===== config.mk =====
export PLATFORM = sky130hd
export DESIGN_NAME = lsd_cordic
export DESIGN_NICKNAME = d
export VERILOG_FILES = /design/src/rtl/lsd_pkg.sv /design/src/rtl/lsd_cordic.sv
export SDC_FILE = /design/constraint.sdc
export NUM_CORES = 2
export LEC_CHECK = 0
export ABC_CLOCK_PERIOD_IN_PS = 13850
export BUFFER_PORTS_ARGS = -buffer_cell sky130_fd_sc_hd__buf_4
export CAP_MARGIN = 15
export CORE_ASPECT_RATIO = 0.9
export CORE_MARGIN = 2
export CORE_UTILIZATION = 50
export DETAILED_ROUTE_END_ITERATION = 8
export GPL_ROUTABILITY_DRIVEN = 1
export PLACE_DENSITY = 0.66
export SETUP_SLACK_MARGIN = 0.5
export SYNTH_ARGS = -nofsm -noshare
export SYNTH_HDL_FRONTEND = slang
export SYNTH_SLANG_ARGS = --single-unit

===== constraint.sdc =====
create_clock -name clk -period 13.85 [get_ports clk]
set_clock_uncertainty 0.2 [all_clocks]
set_input_delay 0 -clock clk [delete_from_list [all_inputs] [get_ports clk]]
set_output_delay 0 -clock clk [all_outputs]
set_load 0.005 [all_outputs]

===== src/rtl/lsd_pkg.sv =====
// ----------------------------------------------------------------------------
// lsd_pkg
// Shared types, widths and constants of the lidar scan deskew block.
// ----------------------------------------------------------------------------
package lsd_pkg;

    // Operation codes of the input transaction
    localparam logic [1:0] OP_START = 2'd0;
    localparam logic [1:0] OP_END   = 2'd1;
    localparam logic [1:0] OP_POINT = 2'd2;

    // Defaults of the top-level parameters
    localparam int DEF_MAX_SCAN_POINTS     = 2048;
    localparam int DEF_SLOPE_FRACTION_BITS = 16;

    // Field widths
    localparam int POSE_W  = 16;
    localparam int CNT_W   = 12;
    localparam int IDX_W   = 11;
    localparam int DIFF_W  = 17;
    localparam int SLOPE_W = 32;
    localparam int OUT_W   = 18;

    // Clamped interpolated position, wide enough that the final clamp is unchanged
    localparam int POS_W = 20;

    // CORDIC datapath
    localparam int CORDIC_STAGES = 15;
    localparam int CW            = 36;
    localparam int ZW            = 17;
    localparam logic [15:0] INV_GAIN_Q16 = 16'd39797;

    typedef struct packed {
        logic [1:0]              quad;
        logic signed [POS_W-1:0] pos_x;
        logic signed [POS_W-1:0] pos_y;
        logic                    last;
    } lsd_side_t;

    // Arctangent of 2^-i in binary angle units
    function automatic logic signed [ZW-1:0] atan_val(input int i);
        logic signed [ZW-1:0] v;
        begin
            case (i)
                0:       v = 17'sd8192;
                1:       v = 17'sd4836;
                2:       v = 17'sd2555;
                3:       v = 17'sd1297;
                4:       v = 17'sd651;
                5:       v = 17'sd326;
                6:       v = 17'sd163;
                7:       v = 17'sd81;
                8:       v = 17'sd41;
                9:       v = 17'sd20;
                10:      v = 17'sd10;
                11:      v = 17'sd5;
                12:      v = 17'sd3;
                13:      v = 17'sd1;
                14:      v = 17'sd1;
                default: v = 17'sd0;
            endcase
            return v;
        end
    endfunction

endpackage


===== src/rtl/lsd_cordic.sv =====
// ----------------------------------------------------------------------------
// lsd_cordic
// Fifteen-stage rotation-mode CORDIC, one register stage per iteration,
// with the quadrant and position carried alongside.
// ----------------------------------------------------------------------------
module lsd_cordic
    import lsd_pkg::*;
(
    input  logic                 clk,
    input  logic                 rst_n,
    input  logic                 adv,
    input  logic                 in_valid,
    input  logic signed [CW-1:0] in_x,
    input  logic signed [ZW-1:0] in_z,
    input  lsd_side_t            in_side,
    output logic                 out_valid,
    output logic signed [CW-1:0] out_x,
    output logic signed [CW-1:0] out_y,
    output lsd_side_t            out_side
);

    logic [CORDIC_STAGES-1:0] v_reg;
    logic signed [CW-1:0]     x_reg [CORDIC_STAGES];
    logic signed [CW-1:0]     y_reg [CORDIC_STAGES];
    logic signed [ZW-1:0]     z_reg [CORDIC_STAGES];
    lsd_side_t                side_reg [CORDIC_STAGES];

    // Advance the valid bits
    always_ff @(posedge clk or negedge rst_n)
    begin
        if (!rst_n)
            v_reg <= '0;
        else if (adv)
            v_reg <= {v_reg[CORDIC_STAGES-2:0], in_valid};
    end

    for (genvar i = 0; i < CORDIC_STAGES; i++)
    begin : g_stage
        logic signed [CW-1:0] xp, yp;
        logic signed [ZW-1:0] zp;
        lsd_side_t            sp;

        if (i == 0)
        begin : g_first
            assign xp = in_x;
            assign yp = '0;
            assign zp = in_z;
            assign sp = in_side;
        end
        else
        begin : g_next
            assign xp = x_reg[i-1];
            assign yp = y_reg[i-1];
            assign zp = z_reg[i-1];
            assign sp = side_reg[i-1];
        end

        // Rotate toward zero residual angle
        always_ff @(posedge clk)
        begin
            if (adv)
            begin
                if (!zp[ZW-1])
                begin
                    x_reg[i] <= xp - (yp >>> i);
                    y_reg[i] <= yp + (xp >>> i);
                    z_reg[i] <= zp - atan_val(i);
                end
                else
                begin
                    x_reg[i] <= xp + (yp >>> i);
                    y_reg[i] <= yp - (xp >>> i);
                    z_reg[i] <= zp + atan_val(i);
                end
                side_reg[i] <= sp;
            end
        end
    end

    assign out_valid = v_reg[CORDIC_STAGES-1];
    assign out_x     = x_reg[CORDIC_STAGES-1];
    assign out_y     = y_reg[CORDIC_STAGES-1];
    assign out_side  = side_reg[CORDIC_STAGES-1];

endmodule


==> summary.txt <==
outcome - completed
# IOs - 216
Post-Synthesis Cells - 12,469
die area - 269,000 um2
met1 Usage GRT - 38.0%
FF-to-FF path depth - 17
most used routing layer - met2
worst slew pin tran - 1200 ps
Net Count, Synth - 13,824
r2r startpoint - z_reg[0][33]
final slew viol count - 0
crit end category - flip-flop
CTS buffer count - 220
critical path class - reg2reg
post-CTS setup buffers - 0
Hold/Removal Path Class - in2async
Die X-Extent - 546 um
clk sinks - 1,961
minimum clock period - 6610 ps
commonest non-fill, non-tap cell in the layout - edfxtp_1
max reg flops - 645
DRC viols - 0
initial cell density of the core - 50.2%
ratio of cells with drive above 1 in the final layout - 5.83%
register area share after synthesis - 44.5%
met3 Usage GRT - 4.31%
Port Buffers - 215
Post-synth EDFFs - 1,946
number of H-tree levels - 4
Core Region - 264,000 um2
Period Utilization, post-route - 47.7%
worst r2r dst - x_reg[0][106]
clock tree buffer depth - 4
Peak Freq - 151 MHz
number of distinct library cells after synthesis - 100
GRT Total Usage - 25.7%
Routed Antenna Nets - 0
commonest non-fill, non-tap cells in the layout - edfxtp_1 (1,946), a21oi_1 (1,261), ha_1 (1,214)
final WL - 354,000 um
Worst Path Required - 14,310 ps
Die Height - 492 um
synth-to-layout area growth - 11.4%
Detailed Place HPWL - 277,000 um
GRT met2 Usage - 39.5%
# Max-Cap Violations - 0
CTS tree - built
CTS clock-pin slew for the worst setup and hold paths - 60 ps
Wirelength per Cell - 21.2 um
First-pass DRT Iterations - 6
final hold slack - 93.8 ps
RSZ-0062 raised after global routing - false
gpl congestion - 0.957
nets - 14,315
FP Rows - 179
Root Driver - clkbuf_16
Max FO, Critical Path - 51
Clk Latency, worst-skew pair - 940 ps
TNS Setup - 0 ps
initial antenna violation count - 4
via count - 98,089
first-pass GRT wire length - 547,000 um
R2R Setup Slk - 7240 ps
First DRT Iteration DRCs - 9,134
ys flop type - edfxtp_1
final hold vios - 0
Critical Path Start Type - flip-flop
synthesized area per cell - 10.6 um2
pin count of the biggest net entering global routing - 113
CP Launch Point - z_reg[0][33]
Yosys reg bits - 1,961
worst path arrival time - 7070 ps
Setup violations, final - 0
number of global-route vias before repair - 93,508
synth warn - 0
mapped cell area - 132,000 um2
Slew HR - 18.9%
Overflow after GRT - 0
Vias/cell - 5.89
Post-synth ARST share - 0.765%
[layer usage]
metal,wire length [um],share of wire [%],vias up
met5,0,0,-
met4,6650,1.9,0
met3,25100,7.1,386
met2,154000,44,3016
met1,168000,47,47292
li1,-,-,47395
[cell families (layout without fill, tap and decap cells)]
family,count (synthesis),count (layout),share of synthesized area [%]
AOI/OAI and AO/OA,3646,3646,17.4
xor gates and xnor gates,1819,1819,12.1
adders and majority gates,1255,1255,12.1
buffers and inverters,732,1397,2.08
DFF,1961,1961,44.5
muxes,110,110,0.882
other,0,4,0
and+or+nand+nor,2946,2946,11.0
[cells in the mapped netlist, drive strengths merged (91+ instances only)]
cell       n  share of area, %
o21bai   203               1.2
inv      508               1.4
edfxtp  1946                44
o31ai    137              0.78
clkbuf   193              0.55
nand2b   217               1.0
nor2     884               2.5
o21ai    714               2.7
nand2    633               1.8
nor2b    173              0.82
nor3     256              0.98
nand4    101              0.48
nand3    159              0.60
a21o     591               3.4
xor2     682               4.5
xnor2   1135               7.5
a21oi   1262               4.8
o21a     138              0.78
or3       91              0.43
ha      1214                11
[per-stage QoR]
stage	instance area (um2)	utilization, %	std cells	setup WS [ps]
floorplan	132000	-	12469	8640
global placement	138000	52.4	16064	7410
detailed placement	138000	52.4	16064	7310
CTS	147000	55.8	16663	7290
global route	147000	55.8	16665	6870
finish	147000	55.8	16667	7240
[worst max-delay path, stage by stage (launching register included)]
cell and delay (ps):
edfxtp_1 670, nand2_1 700, inv_1 180, buf_4 520
nor2_1 110, xor2_1 170, ha_1 320, a21o_1 210
a21oi_1 280, o21ai_0 230, a21boi_1 410, o21ai_1 260
a221oi_1 460, o21ai_0 240, o41ai_2 540, o21ai_1 270
a221oi_1 390, xnor2_1 100
[layout make-up]
type / instances / area (um2)
Antenna cell: 4 / 10.0
Clock buffer: 260 / 5760
Clock inverter: 136 / 1410
Fill cell: 22249 / 116000
Inverter: 512 / 1920
Multi-Input combinational cell: 9776 / 70700
Sequential cell: 1961 / 58800
Tap cell: 3529 / 4420
Timing Repair Buffer: 489 / 4240
[what timing repair did]
action / in CTS / in global routing
hold buffers: 203 / 0
endpoints found under the hold margin: 739 / 0
resized for setup: 0 / 0
[how the worst max path moves through the flow]
stage | endpoint | depth (start not counted)
floorplan | x_reg[0][65] | 17
global placement | x_reg[0][106] | 17
detailed placement | x_reg[0][106] | 17
CTS | x_reg[0][106] | 17
global route | x_reg[0][106] | 17
finish | x_reg[0][106] | 17
Power is left out: the tool's default activity adds up to more than one toggle a clock period on the data nets, which glitch-free logic cannot reach.
