[config.mk]
export PLATFORM = sky130hd
export DESIGN_NAME = lsd_interp
export DESIGN_NICKNAME = d
export VERILOG_FILES = /design/src/rtl/lsd_pkg.sv /design/src/rtl/lsd_interp.sv
export SDC_FILE = /design/constraint.sdc
export NUM_CORES = 2
export LEC_CHECK = 0
export BUFFER_PORTS_ARGS = -buffer_cell sky130_fd_sc_hd__buf_2
export CAP_MARGIN = 40
export CORE_MARGIN = 1
export CORE_UTILIZATION = 40
export CTS_CLUSTER_DIAMETER = 40
export DETAILED_ROUTE_END_ITERATION = 10
export PLACE_DENSITY_LB_ADDON = 0.05
export SLEW_MARGIN = 20
export SYNTH_ARGS = -nofsm -noshare
export SYNTH_HDL_FRONTEND = slang
export SYNTH_SLANG_ARGS = --single-unit
[constraint.sdc]
create_clock -name clk -period 7 [get_ports clk]
set_input_delay 1.4 -clock clk [delete_from_list [all_inputs] [get_ports clk]]
set_output_delay 1.4 -clock clk [all_outputs]
set_load 0.03 [all_outputs]
[src/rtl/lsd_pkg.sv]
// ----------------------------------------------------------------------------
// lsd_pkg
// Shared types, widths and constants of the lidar scan deskew block.
// ----------------------------------------------------------------------------
package lsd_pkg;

    // Operation codes of the input transaction
    localparam logic [1:0] OP_START = 2'd0;
    localparam logic [1:0] OP_END   = 2'd1;
    localparam logic [1:0] OP_POINT = 2'd2;

    // Defaults of the top-level parameters
    localparam int DEF_MAX_SCAN_POINTS     = 2048;
    localparam int DEF_SLOPE_FRACTION_BITS = 16;

    // Field widths
    localparam int POSE_W  = 16;
    localparam int CNT_W   = 12;
    localparam int IDX_W   = 11;
    localparam int DIFF_W  = 17;
    localparam int SLOPE_W = 32;
    localparam int OUT_W   = 18;

    // Clamped interpolated position, wide enough that the final clamp is unchanged
    localparam int POS_W = 20;

    // CORDIC datapath
    localparam int CORDIC_STAGES = 15;
    localparam int CW            = 36;
    localparam int ZW            = 17;
    localparam logic [15:0] INV_GAIN_Q16 = 16'd39797;

    typedef struct packed {
        logic [1:0]              quad;
        logic signed [POS_W-1:0] pos_x;
        logic signed [POS_W-1:0] pos_y;
        logic                    last;
    } lsd_side_t;

    // Arctangent of 2^-i in binary angle units
    function automatic logic signed [ZW-1:0] atan_val(input int i);
        logic signed [ZW-1:0] v;
        begin
            case (i)
                0:       v = 17'sd8192;
                1:       v = 17'sd4836;
                2:       v = 17'sd2555;
                3:       v = 17'sd1297;
                4:       v = 17'sd651;
                5:       v = 17'sd326;
                6:       v = 17'sd163;
                7:       v = 17'sd81;
                8:       v = 17'sd41;
                9:       v = 17'sd20;
                10:      v = 17'sd10;
                11:      v = 17'sd5;
                12:      v = 17'sd3;
                13:      v = 17'sd1;
                14:      v = 17'sd1;
                default: v = 17'sd0;
            endcase
            return v;
        end
    endfunction

endpackage

[src/rtl/lsd_interp.sv]
// ----------------------------------------------------------------------------
// lsd_interp
// Four-stage front end: pose interpolation by point index, position clamp,
// beam angle and quadrant pre-rotation for the CORDIC.
// ----------------------------------------------------------------------------
module lsd_interp
    import lsd_pkg::*;
#(
    parameter int FRAC_W = DEF_SLOPE_FRACTION_BITS
)
(
    input  logic                      clk,
    input  logic                      rst_n,
    input  logic                      adv,
    input  logic                      in_valid,
    input  logic [IDX_W-1:0]          idx,
    input  logic [15:0]               rng,
    input  logic [15:0]               bearing,
    input  logic                      last_in,
    input  logic signed [POSE_W-1:0]  start_x,
    input  logic signed [POSE_W-1:0]  start_y,
    input  logic signed [POSE_W-1:0]  start_a,
    input  logic signed [SLOPE_W-1:0] step_x,
    input  logic signed [SLOPE_W-1:0] step_y,
    input  logic signed [SLOPE_W-1:0] step_a,
    output logic                      out_valid,
    output logic signed [CW-1:0]      out_x0,
    output logic signed [ZW-1:0]      out_z,
    output lsd_side_t                 out_side
);

    localparam int PW = IDX_W + 1 + SLOPE_W;
    localparam int SW = PW + 1;
    localparam logic signed [PW-1:0] HALF = PW'(1) <<< (FRAC_W - 1);
    localparam logic signed [SW-1:0] PMAX = SW'((1 << (POS_W - 1)) - 1);
    localparam logic signed [SW-1:0] PMIN = -SW'(1 << (POS_W - 1));

    logic [3:0] v_reg;

    // Stage 1 registers
    logic [IDX_W-1:0]          s1_idx_reg;
    logic [15:0]               s1_rng_reg, s1_brg_reg;
    logic                      s1_last_reg;
    logic signed [POSE_W-1:0]  s1_sx_reg, s1_sy_reg, s1_sa_reg;
    logic signed [SLOPE_W-1:0] s1_kx_reg, s1_ky_reg, s1_ka_reg;

    // Stage 2 registers
    logic signed [PW-1:0]      s2_px_reg, s2_py_reg, s2_pa_reg;
    logic [31:0]               s2_x0_reg;
    logic [15:0]               s2_brg_reg;
    logic                      s2_last_reg;
    logic signed [POSE_W-1:0]  s2_sx_reg, s2_sy_reg, s2_sa_reg;

    // Stage 3 registers
    logic signed [SW-1:0]      s3_xi_reg, s3_yi_reg;
    logic [15:0]               s3_ti_reg;
    logic [31:0]               s3_x0_reg;
    logic [15:0]               s3_brg_reg;
    logic                      s3_last_reg;

    // Stage 4 registers
    logic signed [CW-1:0]      s4_x0_reg;
    logic signed [ZW-1:0]      s4_z_reg;
    lsd_side_t                 s4_side_reg;

    logic signed [PW-1:0]      off_x, off_y, off_a;
    logic [15:0]               beam_ang, shifted;

    // Advance the valid bits
    always_ff @(posedge clk or negedge rst_n)
    begin
        if (!rst_n)
            v_reg <= '0;
        else if (adv)
            v_reg <= {v_reg[2:0], in_valid};
    end

    // Stage 1: capture point and frame
    always_ff @(posedge clk)
    begin
        if (adv)
        begin
            s1_idx_reg  <= idx;
            s1_rng_reg  <= rng;
            s1_brg_reg  <= bearing;
            s1_last_reg <= last_in;
            s1_sx_reg   <= start_x;
            s1_sy_reg   <= start_y;
            s1_sa_reg   <= start_a;
            s1_kx_reg   <= step_x;
            s1_ky_reg   <= step_y;
            s1_ka_reg   <= step_a;
        end
    end

    // Stage 2: index times slope, range times inverse gain
    always_ff @(posedge clk)
    begin
        if (adv)
        begin
            s2_px_reg   <= $signed({1'b0, s1_idx_reg}) * s1_kx_reg;
            s2_py_reg   <= $signed({1'b0, s1_idx_reg}) * s1_ky_reg;
            s2_pa_reg   <= $signed({1'b0, s1_idx_reg}) * s1_ka_reg;
            s2_x0_reg   <= s1_rng_reg * INV_GAIN_Q16;
            s2_brg_reg  <= s1_brg_reg;
            s2_last_reg <= s1_last_reg;
            s2_sx_reg   <= s1_sx_reg;
            s2_sy_reg   <= s1_sy_reg;
            s2_sa_reg   <= s1_sa_reg;
        end
    end

    // Stage 3: round offsets and add to the start pose
    assign off_x = (s2_px_reg + HALF) >>> FRAC_W;
    assign off_y = (s2_py_reg + HALF) >>> FRAC_W;
    assign off_a = (s2_pa_reg + HALF) >>> FRAC_W;

    always_ff @(posedge clk)
    begin
        if (adv)
        begin
            s3_xi_reg   <= SW'(s2_sx_reg) + SW'(off_x);
            s3_yi_reg   <= SW'(s2_sy_reg) + SW'(off_y);
            s3_ti_reg   <= s2_sa_reg + off_a[15:0];
            s3_x0_reg   <= s2_x0_reg;
            s3_brg_reg  <= s2_brg_reg;
            s3_last_reg <= s2_last_reg;
        end
    end

    // Stage 4: clamp position, beam angle and quadrant split
    assign beam_ang = s3_ti_reg - s3_brg_reg;
    assign shifted  = beam_ang + 16'd8192;

    always_ff @(posedge clk)
    begin
        if (adv)
        begin
            s4_x0_reg <= CW'(s3_x0_reg);
            s4_z_reg  <= $signed({3'b000, shifted[13:0]}) - 17'sd8192;
            s4_side_reg.quad <= shifted[15:14];
            s4_side_reg.last <= s3_last_reg;
            if (s3_xi_reg > PMAX)
                s4_side_reg.pos_x <= POS_W'(PMAX);
            else if (s3_xi_reg < PMIN)
                s4_side_reg.pos_x <= POS_W'(PMIN);
            else
                s4_side_reg.pos_x <= POS_W'(s3_xi_reg);
            if (s3_yi_reg > PMAX)
                s4_side_reg.pos_y <= POS_W'(PMAX);
            else if (s3_yi_reg < PMIN)
                s4_side_reg.pos_y <= POS_W'(PMIN);
            else
                s4_side_reg.pos_y <= POS_W'(s3_yi_reg);
        end
    end

    assign out_valid = v_reg[3];
    assign out_x0    = s4_x0_reg;
    assign out_z     = s4_z_reg;
    assign out_side  = s4_side_reg;

endmodule

==> flow_metrics.py <==
metrics = {
    "timing": {
        "fmax_mhz": 153,
        "finalMaxSlewViolations": 0,
        "worstMarginPinSlew_ns": 0.902,
        "grt_setup_unrepaired": "false",
        "setup_viol": 0,
        "clock_skew_ns": 0.0371,
        "min_period_ns": 6.54,
        "setup-tns-final_ns": 0,
        "hold_violations": 0,
        "whs_ns": 0.406,
        "relSlewSlack_pct": 39.9,
        "fin_crit_sh_pct": 93.4,
    },
    "finish": {
        "fin_nets": 7421,
        "drive_above_1_share_pct": 10.2,
        "regArea_um2": 17300,
        "area_growth_pct": 13.3,
        "fill_cells": 13900,
        "final_util_pct": 45.7,
        "largest_reg_flops": 43,
        "postLayoutCellArea_um2": 66800,
        "multi_input_area_um2": 36400,
    },
    "clocking": {
        "cts_tree": "yes",
        "post-cts-setup-buffer-count": 0,
        "clock_sinks": 576,
        "clockBufferDepth": 3,
        "cts_resized": 0,
        "htreeDepth": 3,
        "cts_made_buffers": 111,
        "cts_hold_buffers": 0,
        "clockRootBuffer": "clkbuf_16",
        "clk_latency_ns": 0.74,
        "clk_pin_slew_ns": 0.06,
    },
    "global_routing": {
        "grt_pass1_wl_mm": 228,
        "overflow": 0,
        "grt_pass1_vias": 41100,
        "grt_antenna_before_repair": 19,
        "grt_usage_pct": 19.8,
        "grt_max_degree": 143,
    },
    "setup_path": {
        "crit_required_ns": 7.49,
        "endpoint_kind": "flip-flop",
        "reg2reg_slack_ns": 0.46,
        "crit_top_cell": "fa_1",
        "critPathMaxStageDelay_ns": 0.58,
        "crit_arrival_ns": 7.03,
        "timing.rr.start": "s1_rng_reg[8]$_DFFE_PP_",
        "timing.critical_path.buf_inv": 4,
        "worstPathCellList": "inv_1 > fa_1 > fa_1 > inv_1 > fa_1 > fa_1 > fa_1 > inv_1 > fa_1 > inv_1 > ha_1 > a21o_1 > a21oi_1 > o21ai_0 > a311oi_1 > a31oi_1 > o41ai_1 > o2111ai_1 > a21oi_1 > xnor2_1",
        "crit_path_max_fanout": 5,
        "cp_slowest_cell": "o41ai_1",
        "worstSetupStartpointType": "flip-flop",
        "criticalPathCategory": "reg -> reg",
        "crit_family": "adder cells",
        "startpoint": "s1_rng_reg[8]$_DFFE_PP_",
    },
    "logic_synthesis": {
        "yosys_warnings": 0,
        "ys.flop_type": "edfxtp_1",
        "synthCells": 5544,
        "synth-seq-cells": 576,
        "post-synth-top-count-cell": "inv_1",
        "ys_seq_area_share_pct": 29.3,
        "synth_top_area_share_pct": 31.7,
        "netlist_area_um2": 59000,
        "syn_area_per_cell_um2": 10.6,
        "synth_edf_count": 572,
        "ys_top_cells_by_area": "fa_1, edfxtp_1, ha_1",
        "synthArstFlopShare_pct": 0.694,
        "synthDistinctLibCells": 73,
        "synth_top_area_cell": "fa_1",
        "netlist_top_cells_count": "inv_1, fa_1, nand2_1",
    },
    "floorplanning": {
        "dieArea_um2": 149000,
        "pin_count": 289,
        "die_y_um": 386,
        "fp.dieW_um": 386,
        "core.rowCount": 140,
        "coreArea_um2": 146000,
        "start_util_pct": 40.4,
    },
    "route": {
        "drtPass1Iterations": 6,
        "wl_per_cell_um": 18.1,
        "drt-vias-per-instance": 4.81,
        "vias": 37700,
        "drt_iter0_markers": 1531,
        "drc": 0,
        "ant_nets": 0,
        "routed_wl_mm": 142,
    },
    "placed_design": {
        "portBuffers": 284,
        "place.gp.congestion": 0.821,
        "dp_hpwl_mm": 111,
        "post_dp_cell_area_um2": 63000,
    },
    "min_path": {
        "hold_class": "reg -> reg",
        "hp-start": "s1_sa_reg[5]$_DFFE_PP_",
    },
    "job": {
        "maxCapViolations": 0,
    },
    "outcome": {
        "outcome": "finished clean",
    },
}
-- final cells by class --
type / instances / share of cell area (%)
antenna: 5 / 0.0187
tap: 1917 / 3.59
clock inverter: 94 / 1.53
timing repair buffer: 374 / 3.50
multi-input combinational: 3562 / 54.5
clock buffer: 116 / 4.23
inverter: 1199 / 6.73
sequential: 576 / 25.9
-- through the flow --
stage	worst slack, ns	instances
after CTS	0.407	7837
final	0.462	7843
after detailed placement	0.383	7627
after floorplan	0.658	5547
after global placement	0.450	7625
after global routing	0.122	7839
-- metal layers --
layer	vias to the layer above	track usage [%]	part of all wire (%)
li1	17900	-	-
met1	19000	26.6	45
met3	207	3.91	5.2
met2	636	32.8	47
met4	22	5.12	2.5
met5	-	0	0.10
-- kinds of logic (layout without fill, tap and decap cells) --
group / after synthesis / after routing / synth area share, %
other: 1 / 9 / 0.00636
AND/OR/NAND/NOR: 1454 / 1454 / 11.2
XOR/XNOR: 251 / 251 / 3.73
adder cells (fa/ha/maj): 1405 / 1405 / 41.7
buffers and inverters: 1409 / 1783 / 9.01
flip-flops: 576 / 576 / 29.3
multiplexers: 5 / 5 / 0.0933
AO/OA/AOI/OAI: 443 / 443 / 5.03
-- worst reg2reg max path, delay by kind of cell (launching register included) --
kind | cells | cell delay, ns
DFF | 1 | 0.52
adders and majority gates | 7 | 3.30
xor gates and xnor gates | 1 | 0.08
AOI/OAI and AO/OA | 8 | 2.04
buffers and inverters | 4 | 0.36
-- cells in the final DEF, fill, tap and decap left out, drive strengths merged, types with 54 or more instances in the layout --
| master | netlist | routed |
|---|---|---|
| nor2 | 119 | 119 |
| inv | 1199 | 1232 |
| ha | 472 | 472 |
| edfxtp | 572 | 572 |
| o21ai | 65 | 65 |
| a21o | 66 | 66 |
| buf | 10 | 374 |
| xnor2 | 178 | 178 |
| nand3 | 64 | 64 |
| xor2 | 73 | 73 |
| fa | 933 | 933 |
| o21a | 70 | 70 |
| a21oi | 120 | 120 |
| nand2 | 835 | 835 |
| and2 | 256 | 256 |
| nor3 | 54 | 54 |
| clkbuf | 200 | 116 |
-- path summary, 6_finish.rpt --
kind,end,cells past startpoint
worst max-delay path,s2_x0_reg[30]$_DFFE_PP_,20
worst min-delay path,s2_sa_reg[5]$_DFFE_PP_,0
worst max register to register,s2_x0_reg[30]$_DFFE_PP_,20
worst min register to register,s2_sa_reg[5]$_DFFE_PP_,0
max in group asynchronous,v_reg[1]$_DFFE_PN0P_,1
min in group asynchronous,v_reg[3]$_DFFE_PN0P_,1
Power is left out: the tool's default activity adds up to more than one toggle a clock period on the data nets, which glitch-free logic cannot reach.
