### src/rtl/lsd_pkg.sv
// ----------------------------------------------------------------------------
// lsd_pkg
// Shared types, widths and constants of the lidar scan deskew block.
// ----------------------------------------------------------------------------
package lsd_pkg;

    // Operation codes of the input transaction
    localparam logic [1:0] OP_START = 2'd0;
    localparam logic [1:0] OP_END   = 2'd1;
    localparam logic [1:0] OP_POINT = 2'd2;

    // Defaults of the top-level parameters
    localparam int DEF_MAX_SCAN_POINTS     = 2048;
    localparam int DEF_SLOPE_FRACTION_BITS = 16;

    // Field widths
    localparam int POSE_W  = 16;
    localparam int CNT_W   = 12;
    localparam int IDX_W   = 11;
    localparam int DIFF_W  = 17;
    localparam int SLOPE_W = 32;
    localparam int OUT_W   = 18;

    // Clamped interpolated position, wide enough that the final clamp is unchanged
    localparam int POS_W = 20;

    // CORDIC datapath
    localparam int CORDIC_STAGES = 15;
    localparam int CW            = 36;
    localparam int ZW            = 17;
    localparam logic [15:0] INV_GAIN_Q16 = 16'd39797;

    typedef struct packed {
        logic [1:0]              quad;
        logic signed [POS_W-1:0] pos_x;
        logic signed [POS_W-1:0] pos_y;
        logic                    last;
    } lsd_side_t;

    // Arctangent of 2^-i in binary angle units
    function automatic logic signed [ZW-1:0] atan_val(input int i);
        logic signed [ZW-1:0] v;
        begin
            case (i)
                0:       v = 17'sd8192;
                1:       v = 17'sd4836;
                2:       v = 17'sd2555;
                3:       v = 17'sd1297;
                4:       v = 17'sd651;
                5:       v = 17'sd326;
                6:       v = 17'sd163;
                7:       v = 17'sd81;
                8:       v = 17'sd41;
                9:       v = 17'sd20;
                10:      v = 17'sd10;
                11:      v = 17'sd5;
                12:      v = 17'sd3;
                13:      v = 17'sd1;
                14:      v = 17'sd1;
                default: v = 17'sd0;
            endcase
            return v;
        end
    endfunction

endpackage

### src/rtl/lsd_slope_div.sv
// ----------------------------------------------------------------------------
// lsd_slope_div
// Radix-2 restoring divider for one slope: (diff * 2^F) / count, truncated
// toward zero and saturated to 32 bits. Holds the slope until the next division ends.
// ----------------------------------------------------------------------------
module lsd_slope_div
    import lsd_pkg::*;
#(
    parameter int FRAC_W = DEF_SLOPE_FRACTION_BITS
)
(
    input  logic                      clk,
    input  logic                      rst_n,
    input  logic                      start,
    input  logic signed [DIFF_W-1:0]  diff,
    input  logic [CNT_W-1:0]          divisor,
    output logic                      busy,
    output logic signed [SLOPE_W-1:0] slope
);

    localparam int NUM_W  = DIFF_W + FRAC_W;
    localparam int ITER_W = $clog2(NUM_W + 1);
    localparam int EXT_W  = (NUM_W > 33) ? NUM_W : 33;

    logic                      busy_reg;
    logic [ITER_W-1:0]         cnt_reg;
    logic [NUM_W-1:0]          num_reg;
    logic [NUM_W-1:0]          quo_reg;
    logic [CNT_W-1:0]          rem_reg;
    logic [CNT_W-1:0]          div_reg;
    logic                      neg_reg;
    logic signed [SLOPE_W-1:0] slope_reg;

    logic [DIFF_W-1:0]         mag;
    logic [CNT_W:0]            rem_sh;
    logic                      fit;
    logic [EXT_W-1:0]          q_ext;
    logic signed [SLOPE_W-1:0] slope_next;

    // Magnitude of the difference
    assign mag = diff[DIFF_W-1] ? DIFF_W'(-diff) : DIFF_W'(diff);

    // One quotient bit per cycle while busy
    assign rem_sh = {rem_reg, num_reg[NUM_W-1]};
    assign fit    = rem_sh >= {1'b0, div_reg};

    // Apply sign and saturate
    always_comb
    begin
        q_ext = EXT_W'(quo_reg);
        if (neg_reg)
        begin
            if (q_ext > EXT_W'(33'h0_8000_0000))
                slope_next = {1'b1, {(SLOPE_W-1){1'b0}}};
            else
                slope_next = SLOPE_W'(-q_ext[SLOPE_W-1:0]);
        end
        else
        begin
            if (q_ext > EXT_W'(33'h0_7FFF_FFFF))
                slope_next = {1'b0, {(SLOPE_W-1){1'b1}}};
            else
                slope_next = q_ext[SLOPE_W-1:0];
        end
    end

    // Control and slope state
    always_ff @(posedge clk or negedge rst_n)
    begin
        if (!rst_n)
        begin
            busy_reg  <= 1'b0;
            cnt_reg   <= '0;
            slope_reg <= '0;
        end
        else if (start)
        begin
            busy_reg <= 1'b1;
            cnt_reg  <= ITER_W'(NUM_W);
        end
        else if (busy_reg)
        begin
            if (cnt_reg != '0)
                cnt_reg <= cnt_reg - 1'b1;
            else
            begin
                busy_reg  <= 1'b0;
                slope_reg <= slope_next;
            end
        end
    end

    // Divider datapath
    always_ff @(posedge clk)
    begin
        if (start)
        begin
            num_reg <= {mag, {FRAC_W{1'b0}}};
            quo_reg <= '0;
            rem_reg <= '0;
            div_reg <= divisor;
            neg_reg <= diff[DIFF_W-1];
        end
        else if (busy_reg && cnt_reg != '0)
        begin
            num_reg <= {num_reg[NUM_W-2:0], 1'b0};
            quo_reg <= {quo_reg[NUM_W-2:0], fit};
            rem_reg <= fit ? CNT_W'(rem_sh - {1'b0, div_reg}) : rem_sh[CNT_W-1:0];
        end
    end

    assign busy  = busy_reg;
    assign slope = slope_reg;

endmodule

### config.mk
export PLATFORM = sky130hd
export DESIGN_NAME = lsd_slope_div
export DESIGN_NICKNAME = d
export VERILOG_FILES = /design/src/rtl/lsd_pkg.sv /design/src/rtl/lsd_slope_div.sv
export SDC_FILE = /design/constraint.sdc
export NUM_CORES = 1
export LEC_CHECK = 0
export ABC_AREA = 1
export BUFFER_PORTS_ARGS = -buffer_cell sky130_fd_sc_hd__buf_2
export CAP_MARGIN = 10
export CORE_MARGIN = 2
export CORE_UTILIZATION = 60
export CTS_CLUSTER_DIAMETER = 50
export DETAILED_ROUTE_END_ITERATION = 6
export PLACE_DENSITY = 0.81
export SLEW_MARGIN = 20
export SYNTH_ARGS = -nofsm -noshare
export SYNTH_HDL_FRONTEND = slang
export SYNTH_SLANG_ARGS = --single-unit
### constraint.sdc
create_clock -name clk -period 2.13 [get_ports clk]
set_clock_uncertainty 0.05 [all_clocks]
set_input_delay 0.1065 -clock clk [delete_from_list [all_inputs] [get_ports clk]]
set_output_delay 0.1065 -clock clk [all_outputs]
set_load 0.1 [all_outputs]
==> results.sh, run 1 <==
export IMPL_r2r_end="rem_reg[2]"
export IMPL_vias=6847
export IMPL_ios=65
export IMPL_dpl_hpwl_um=12700
export IMPL_cts_tree="done"
export IMPL_routed_wl_um=18200
export IMPL_drive_above_1_share=0.157
export IMPL_die_area_mm2=0.0125
export IMPL_syn_inst=969
export IMPL_hold_end="num_reg[24]"
export IMPL_syn_area_per_cell_um2=7.17
export IMPL_clock_path_buffers=2
export IMPL_synthesis_nets=1019
export IMPL_cp_data_required_time_ps=2380
export IMPL_drcViolationCount=0
export IMPL_finalHoldViolCount=0
export IMPL_rr_startpoint="rem_reg[8]"
export IMPL_wl_per_cell_um=14.9
export IMPL_root_buffer="clkbuf_16"
export IMPL_pwr_density_cell_mw_per_mm2=1300
export IMPL_p_leak_nw=4.25
export IMPL_ys_seq_elements=114
export IMPL_ys_dominant_reg_cell="dfxtp_1"
export IMPL_yosys_area_top_type_share=0.140
export IMPL_die_h_um=112
export IMPL_start_util=0.611
export IMPL_cts_sinks=114
export IMPL_gp_congestion=0.983
export IMPL_slew_headroom=0.659
export IMPL_grt_pass1_vias=6124
export IMPL_dp_cells=1168
export IMPL_layoutNonFillerInstCount=1219
export IMPL_drtAntennaViolNets=0
export IMPL_maxSlewViolCount=0
export IMPL_antenna_found_initial=0
export IMPL_syn_area_mm2=0.00695
export IMPL_diodes=0
export IMPL_maxCapViolations=0
export IMPL_core_area_mm2=0.0114
export IMPL_min_period_ps=2060
export IMPL_grt_start_max_net_pins=33
export IMPL_r2r_cells=10
export IMPL_largest_reg_flops=33
export IMPL_clk_pin_slew_worst_paths_ps=50
export IMPL_async_reset_ff_frac=0.342
export IMPL_worst_hold_slack_ps=31.4
export IMPL_fmax_mhz=486
export IMPL_nets=1113
export IMPL_cts_buffers=17
export IMPL_startpoint_type="flop"
export IMPL_yosys_warnings=0
export IMPL_synth_area_leaders="dfrtp_1, dfxtp_1, edfxtp_1, nand2_1, nor2_1"
export IMPL_setup_viol=0
export IMPL_syn_to_final_growth_pct=19.4
export IMPL_rsz0062_at_grt="true"
export IMPL_vdd_ir_drop_max_uv=1200
export IMPL_synth_most_common_cell="nand2_1"
export IMPL_core_rowCount=39
export IMPL_min_delay_start="diff[8]"
export IMPL_grt_pass1_wl_um=30000
export IMPL_yosysTopAreaCell="dfrtp_1"
export IMPL_dr_pass1_iters=5
export IMPL_cp_max_fo=9
export IMPL_drtIter0Drc=667
export IMPL_end_kind="flop"
export IMPL_overflow=0
export IMPL_h_tree_depth=4
export IMPL_crit_arrival_ps=2300
export IMPL_tightestPinTransition_ps=509
export IMPL_timing_setup_critical_path_class="reg -> reg"
export IMPL_worstHoldPathType="in -> reg"
export IMPL_hold_depth=3
export IMPL_clk_latency_ps=420
export IMPL_grtUsageTotal=0.298
export IMPL_r2r_slack_ps=70
export IMPL_port_buffers=64
export IMPL_fin_crit_sh=0.967
export IMPL_synth_distinct_cells=40
export IMPL_netlist_top_cells_count="nand2_1, nor2_1, inv_1"
export IMPL_viasPerCell=5.62
export IMPL_synth_edff_count=30
export IMPL_outcome="complete, no violations"
export IMPL_die_w_um=112
export IMPL_ys_seq_area_frac=0.400
layout make-up:
class | instances | area, µm²
timing repair buffer | 108 | 713
clock inverter | 5 | 50.0
inverter | 128 | 480
multi-input combinational | 694 | 3570
tap | 143 | 179
sequential | 114 | 2780
fill | 882 | 3070
clock buffer | 27 | 523
logic make-up (layout without fill, tap and decap cells):
logic type / Yosys count / in the layout / share of synthesized area
AOI/OAI and AO/OA: 111 / 111 / 0.0886
xor gates and xnor gates: 28 / 28 / 0.0353
adders and majority gates: 18 / 18 / 0.0335
buffers and inverters: 162 / 268 / 0.0965
DFF: 114 / 114 / 0.400
and+or+nand+nor: 536 / 537 / 0.347
through the flow:
step / TNS, ps / power [mW] / utilization / area [µm²] / setup slack [ps]
floorplan: 0 / 6.83 / - / 6950 / 242
global placement: 0 / 7.77 / 0.659 / 7490 / 119
detailed placement: 0 / 7.82 / 0.659 / 7490 / 49.6
CTS: 0 / 10.6 / 0.722 / 8210 / 24.0
global route: -117 / 11.3 / 0.730 / 8300 / -65.9
finish: 0 / 10.8 / 0.730 / 8300 / 71.2
cells in the final DEF, fill, tap and decap left out, types with 3 or more instances in the layout:
cell           count
clkbuf_16         17
dlygate4sd3_1     15
inv_2              7
nand4_1           36
clkbuf_8           6
or2_2              3
a31oi_1            4
xor2_1            25
clkinv_2           4
nand3b_1           7
ha_1              15
nor2_4             5
buf_2             64
o22ai_1           33
nor3_1            12
xnor2_1            3
buf_4             27
o21ai_0           27
dfxtp_1           45
nand2_1          231
clkbuf_1           4
edfxtp_1          30
nand2_2            4
a21oi_1           38
o21ai_1            3
nor2_2            11
nand3_2            4
nand3_1           88
dfrtp_1           38
nor2_1           124
and2_1             3
inv_1            121
report_power, final:
part | switching (mW) | internal, mW
Sequential | 0.258 | 2.68
Clock | 0.976 | 1.78
Combinational | 3.80 | 1.30
Total | 5.03 | 5.76
worst max-delay path: stages, from the launching register on:
cell     delay, ps
dfxtp_1        340
ha_1           400
nand2_1        160
nor3_4         230
and2_1         150
nand2_1        140
nand3_4        170
buf_4          140
nand2_1         40
nand2_1         60
o22ai_1         60
metal layers:
metal  up-vias  share of wire  track usage
li1       3370              -            -
met5         -              0            0
met3        30          0.081       0.0604
met4         0          0.017       0.0930
met2       288           0.45        0.462
met1      3159           0.45        0.423
worst max path at each step:
stage                           start          end  slack (ps)  cells after the start
after floorplan                  busy  num_reg[16]         240                      5
after global placement     rem_reg[3]  rem_reg[11]         120                     11
after detailed placement   rem_reg[3]  rem_reg[10]          50                     11
after CTS                  div_reg[2]  rem_reg[10]          20                     12
after global routing      div_reg[10]  rem_reg[11]         -70                     11
final                      rem_reg[8]   rem_reg[2]          70                     10
repair_timing:
action	in CTS	in global routing
resized for setup	0	10
setup buffers	0	3
hold buffers	15	0
endpoints found under the setup margin	0	21
hold endpoints to repair	31	0
Power figures use the tool's default switching activity.
==> inputs of run 2 (changes only) <==
--- a/config.mk
+++ b/config.mk
@@ -11,6 +11,7 @@
 export CORE_MARGIN = 2
 export CORE_UTILIZATION = 60
 export CTS_CLUSTER_DIAMETER = 50
+export CTS_CLUSTER_SIZE = 8
 export DETAILED_ROUTE_END_ITERATION = 6
 export PLACE_DENSITY = 0.81
 export SLEW_MARGIN = 20
==> constraint.sdc (replaced) <==
create_clock -name clk -period 1.9 [get_ports clk]
set_clock_uncertainty 0.05 [all_clocks]
set_input_delay 0.095 -clock clk [delete_from_list [all_inputs] [get_ports clk]]
set_output_delay 0.095 -clock clk [all_outputs]
set_load 0.1 [all_outputs]
==> results.sh, run 2 (synthesized netlist as in run 1, its figures left out) <==
export IMPL_layoutNonFillerInstCount=1258
export IMPL_start_util=0.611
export IMPL_final_core_util=0.796
export IMPL_syn_to_final_growth_pct=30.2
export IMPL_clock_path_buffers=2
export IMPL_viasPerCell=5.84
export IMPL_routed_wl_um=21100
export IMPL_cts_buffers=17
export IMPL_worstHoldPathType="in -> reg"
export IMPL_timing_final_ws_setup_ps=-110
export IMPL_nets=1152
export IMPL_drtAntennaViolNets=0
export IMPL_ios=65
export IMPL_maxCapViolations=0
export IMPL_maxSlewViolCount=0
export IMPL_die_h_um=112
export IMPL_critical_path_top_delay_family="simple AND/OR/NAND/NOR gates"
export IMPL_die_area_mm2=0.0125
export IMPL_dr_pass1_iters=6
export IMPL_cp_data_required_time_ps=2140
export IMPL_fillCellCount=771
export IMPL_crit_buf_inv=3
export IMPL_p_clk_frac=0.237
export IMPL_fin_crit_sh=1.06
export IMPL_wl_per_cell_um=16.8
export IMPL_crit_path_frequent_cell="nor2_1"
export IMPL_timing_setup_critical_path_class="reg -> reg"
export IMPL_power_mw=13.4
export IMPL_drtIter0Drc=851
export IMPL_p_switching_mw=6.19
export IMPL_combPwrFrac=0.512
export IMPL_dpl_hpwl_um=13000
export IMPL_min_delay_start="diff[12]"
export IMPL_vias=7344
export IMPL_outcome="complete, but fails checks"
export IMPL_p_int_mw=7.20
export IMPL_diodes=0
export IMPL_cts_tree="done"
export IMPL_crit_arrival_ps=2250
export IMPL_drcViolationCount=0
export IMPL_pwr_density_cell_mw_per_mm2=1480
export IMPL_grt_pass1_vias=6677
export IMPL_clk_pin_slew_worst_paths_ps=60
export IMPL_gp_congestion=0.947
export IMPL_vdd_ir_drop_max_uv=1400
export IMPL_worst_hold_slack_ps=7.01
export IMPL_h_tree_depth=4
export IMPL_cp_max_fo=5
export IMPL_grtUsageTotal=0.310
export IMPL_antenna_found_initial=0
export IMPL_place_area_mm2=0.00774
export IMPL_fmax_mhz=498
export IMPL_startpoint="num_reg[32]"
export IMPL_tightestPinTransition_ps=488
export IMPL_final_common_cell="nand2_1"
export IMPL_min_period_ps=2010
export IMPL_power_frac_seq=0.251
export IMPL_layout_common_cells="nand2_1, nor2_1, inv_1"
export IMPL_swShare=0.462
export IMPL_core_rowCount=39
export IMPL_core_area_mm2=0.0114
export IMPL_rsz0062_at_grt="true"
export IMPL_cts_sinks=114
export IMPL_grt_pass1_wl_um=31400
export IMPL_drive_above_1_share=0.259
export IMPL_rr_startpoint="num_reg[32]"
export IMPL_startpoint_type="flop"
export IMPL_cpMaxStageDelayCell="edfxtp_1"
export IMPL_finalHoldViolCount=0
export IMPL_clk_latency_ps=420
export IMPL_dp_cells=1197
export IMPL_overflow=0
export IMPL_critical_path_max_stage_delay_ps=440
export IMPL_final_area_mm2=0.00905
export IMPL_end_kind="flop"
export IMPL_slew_headroom=0.675
export IMPL_largest_reg_flops=33
export IMPL_violations="negative setup slack"
export IMPL_port_buffers=64
export IMPL_setup_viol=11
export IMPL_die_w_um=112
export IMPL_root_buffer="clkbuf_16"
export IMPL_grt_start_max_net_pins=52
export IMPL_path_cells="inv_1, ha_2, inv_1, nand2_2, nand3_4, nand2_4, nand3_4, buf_12, nand2_1, nor2_1, nor2_1, nor2_1"
export IMPL_p_leak_nw=4.52
## run 2: cell types whose count changed in the layout (fill, tap and decap cells not counted), moves of 12 or more
cell | previous run | this run
nand2_2 | 4 | 24
nand2_1 | 231 | 205
nor2_1 | 124 | 109
nor2_2 | 11 | 24
ha_1 | 15 | 3
inv_2 | 7 | 22
ha_4 | 0 | 12
buf_4 | 27 | 58
inv_1 | 121 | 105
## run 2: power groups by stage
stage | clock network [mW] | logic (mW) | registers [mW]
finish | 3.17 | 6.85 | 3.37
global route | 3.30 | 7.24 | 3.41
CTS | 3.15 | 5.95 | 3.30
detailed placement | 0 | 5.82 | 3.33
global placement | 0 | 5.75 | 3.31
floorplan | 0 | 2.31 | 5.35
## run 2: per-layer routing
metal / GRT usage / vias to the layer above / part of all wire
met4: 0.109 / 0 / 0.033
met1: 0.430 / 3425 / 0.41
met5: 0 / - / 0
met2: 0.484 / 393 / 0.47
li1: - / 3452 / -
met3: 0.0670 / 74 / 0.087
## run 2: tightest hold or removal path: stages
cell and delay (ps):
buf_2 100, nand2_1 50, a31oi_1 120
## run 2: layout make-up
cell class                      instances  area (µm²)  share of cell area
Multi-Input combinational cell        693        3900               0.431
Sequential cell                       114        2780               0.307
Timing Repair Buffer                  148        1120               0.124
Clock buffer                           27         503              0.0556
Inverter                              128         483              0.0534
Tap cell                              143         179              0.0198
Clock inverter                          5        75.1             0.00830
## run 2: what timing repair did
action                     4_1_cts  5_1_grt
hold buffers                    14        0
pin swaps                        1       10
setup endpoints to repair       12       47
hold endpoints to repair        52        0
gates resized for setup          9      101
buffers inserted                 1       10
gates cloned                     0        4
## run 2: path summary, 6_finish.rpt
kind	end	slack [ps]	cells after the start
max	rem_reg[11]	-110	12
min	num_reg[28]	7	3
max reg2reg	rem_reg[11]	-110	12
min reg2reg	cnt_reg[5]	440	2
max in group asynchronous	slope[27]	1190	3
min in group asynchronous	slope[9]	120	2
## run 2: stage by stage
step / setup slack (ps) / setup TNS (ps)
2_1_floorplan: 12.4 / 0
3_5_place_dp: -35.3 / -113
4_1_cts: 0.371 / 0
6_report: -110 / -696
3_3_place_gp: -26.5 / -26.5
5_1_grt: -211 / -2230
==> inputs of run 3 (changes only) <==
--- a/config.mk
+++ b/config.mk
@@ -14,6 +14,7 @@
 export CTS_CLUSTER_SIZE = 8
 export DETAILED_ROUTE_END_ITERATION = 6
 export PLACE_DENSITY = 0.81
+export SETUP_SLACK_MARGIN = 0.05
 export SLEW_MARGIN = 20
 export SYNTH_ARGS = -nofsm -noshare
 export SYNTH_HDL_FRONTEND = slang
==> results.sh, run 3 (synthesized netlist as in run 1, its figures left out) <==
export IMPL_outcome="complete, but fails checks"
export IMPL_violations="design-rule violations, negative setup slack"
export IMPL_drtAntennaViolNets=0
export IMPL_ios=65
export IMPL_hold_depth=4
export IMPL_setup_viol=8
export IMPL_largest_reg_flops=33
export IMPL_clk_latency_ps=420
export IMPL_fmax_mhz=506
export IMPL_overflow=0
export IMPL_vdd_ir_drop_max_uv=1590
export IMPL_h_tree_depth=4
export IMPL_routed_wl_um=21600
export IMPL_min_period_ps=1980
export IMPL_fin_crit_sh=1.04
export IMPL_timing_final_ws_setup_ps=-75.1
export IMPL_crit_path_frequent_cell="nand2_2"
export IMPL_r2r_slack_ps=-80
export IMPL_hold_end="num_reg[31]"
export IMPL_rsz0062_at_grt="true"
export IMPL_pwr_density_cell_mw_per_mm2=1460
export IMPL_cts_tree="done"
export IMPL_cp_max_fo=5
export IMPL_die_area_mm2=0.0125
export IMPL_grt_pass1_vias=6506
export IMPL_end_kind="flop"
export IMPL_grt_start_max_net_pins=36
export IMPL_drive_above_1_share=0.272
export IMPL_cts_sinks=114
export IMPL_dr_pass1_iters=7
export IMPL_rr_startpoint="div_reg[7]"
export IMPL_finalHoldViolCount=0
export IMPL_vias=7382
export IMPL_r2r_end="rem_reg[6]"
export IMPL_maxCapViolations=0
export IMPL_cp_data_required_time_ps=2140
export IMPL_timing_setup_critical_path_class="reg -> reg"
export IMPL_p_leak_nw=4.57
export IMPL_setup_tns_ps=-164
export IMPL_syn_to_final_growth_pct=32.6
export IMPL_antenna_found_initial=0
export IMPL_dpl_hpwl_um=13000
export IMPL_cts_buffers=17
export IMPL_die_h_um=112
export IMPL_core_area_mm2=0.0114
export IMPL_r2r_cells=13
export IMPL_viasPerCell=5.83
export IMPL_gp_congestion=0.979
export IMPL_startpoint_type="flop"
export IMPL_tightestPinTransition_ps=558
export IMPL_drcViolationCount=8
export IMPL_cpMaxStageDelayCell="edfxtp_1"
export IMPL_port_buffers=64
export IMPL_clk_pin_slew_worst_paths_ps=60
export IMPL_diodes=0
export IMPL_final_area_mm2=0.00922
export IMPL_wl_per_cell_um=17.1
export IMPL_layout_common_cells="nand2_1, nor2_1, inv_1"
export IMPL_slew_headroom=0.628
export IMPL_clock_path_buffers=2
export IMPL_core_rowCount=39
export IMPL_min_delay_start="diff[15]"
export IMPL_grt_pass1_wl_um=31500
export IMPL_power_mw=13.5
export IMPL_die_w_um=112
export IMPL_start_util=0.611
export IMPL_maxSlewViolCount=0
export IMPL_place_area_mm2=0.00780
export IMPL_root_buffer="clkbuf_16"
export IMPL_final_common_cell="nand2_1"
export IMPL_drtIter0Drc=831
export IMPL_path_cells="inv_1, ha_4, nand2_2, inv_1, nand2_2, nand2_2, a21oi_4, nand3_4, clkbuf_16, nand3_2, nand2_1, nor2_1, nor2_1"
export IMPL_nets=1160
export IMPL_grtUsageTotal=0.313
export IMPL_critical_path_max_stage_delay_ps=380
export IMPL_crit_arrival_ps=2220
export IMPL_worstHoldPathType="in -> reg"
## run 3: cell type report
cell class / count / area (µm²)
multi-input cells: 693 / 3900
flip-flops and latches: 114 / 2790
fillers: 716 / 2150
well taps: 143 / 179
clock inverters: 13 / 159
inverters: 128 / 483
clock buffers: 19 / 453
repair buffers: 156 / 1250
## run 3: metal layers
metal / track usage / wire length (µm) / up-vias
met3: 0.0631 / 2040 / 83
li1: - / - / 3453
met2: 0.490 / 10100 / 443
met4: 0.114 / 638 / 0
met1: 0.433 / 8800 / 3403
met5: 0 / 0 / -
## run 3: how the worst max path moves through the flow
stage	start	endpoint	slack (ps)	depth (start not counted)
after floorplan	cnt_reg[0]	num_reg[16]	70	8
after global placement	rem_reg[10]	rem_reg[11]	10	11
after detailed placement	rem_reg[10]	rem_reg[11]	-30	11
after CTS	q_ext[0]	slope[30]	50	12
after global routing	div_reg[7]	rem_reg[6]	-190	12
final	div_reg[7]	rem_reg[6]	-80	13
## run 3: worst max-delay path: cells and delay by family, from the launching register on
| kind | cells | cell delay (ps) |
|---|---|---|
| adders and majority gates | 1 | 220 |
| buffers and inverters | 3 | 350 |
| AOI/OAI and AO/OA | 1 | 170 |
| DFF | 1 | 380 |
| and+or+nand+nor | 8 | 690 |
## run 3: per-stage QoR
stage,hold WS (ps),instances,util,worst slack [ps]
6_report,26.5,1266,0.810,-75.1
5_1_grt,36.3,1266,0.810,-193
4_1_cts,6.59,1253,0.762,45.2
3_5_place_dp,61.6,1205,0.686,-29.9
3_3_place_gp,57.8,1205,0.686,11.3
2_1_floorplan,-251,969,-,74.0
## run 3: where the power goes
part	total [mW]	internal, mW	switching (mW)
combinational	6.81	2.11	4.70
sequential	3.35	3.01	0.334
clock	3.34	2.13	1.21
## run 3: repair_timing
| action | CTS | global route |
|---|---|---|
| hold buffers | 14 | 0 |
| pin swaps | 1 | 22 |
| setup buffers | 2 | 7 |
| endpoints found under the setup margin | 9 | 50 |
| hold endpoints to repair | 31 | 0 |
| gates resized for setup | 16 | 99 |
| gates cloned | 0 | 6 |
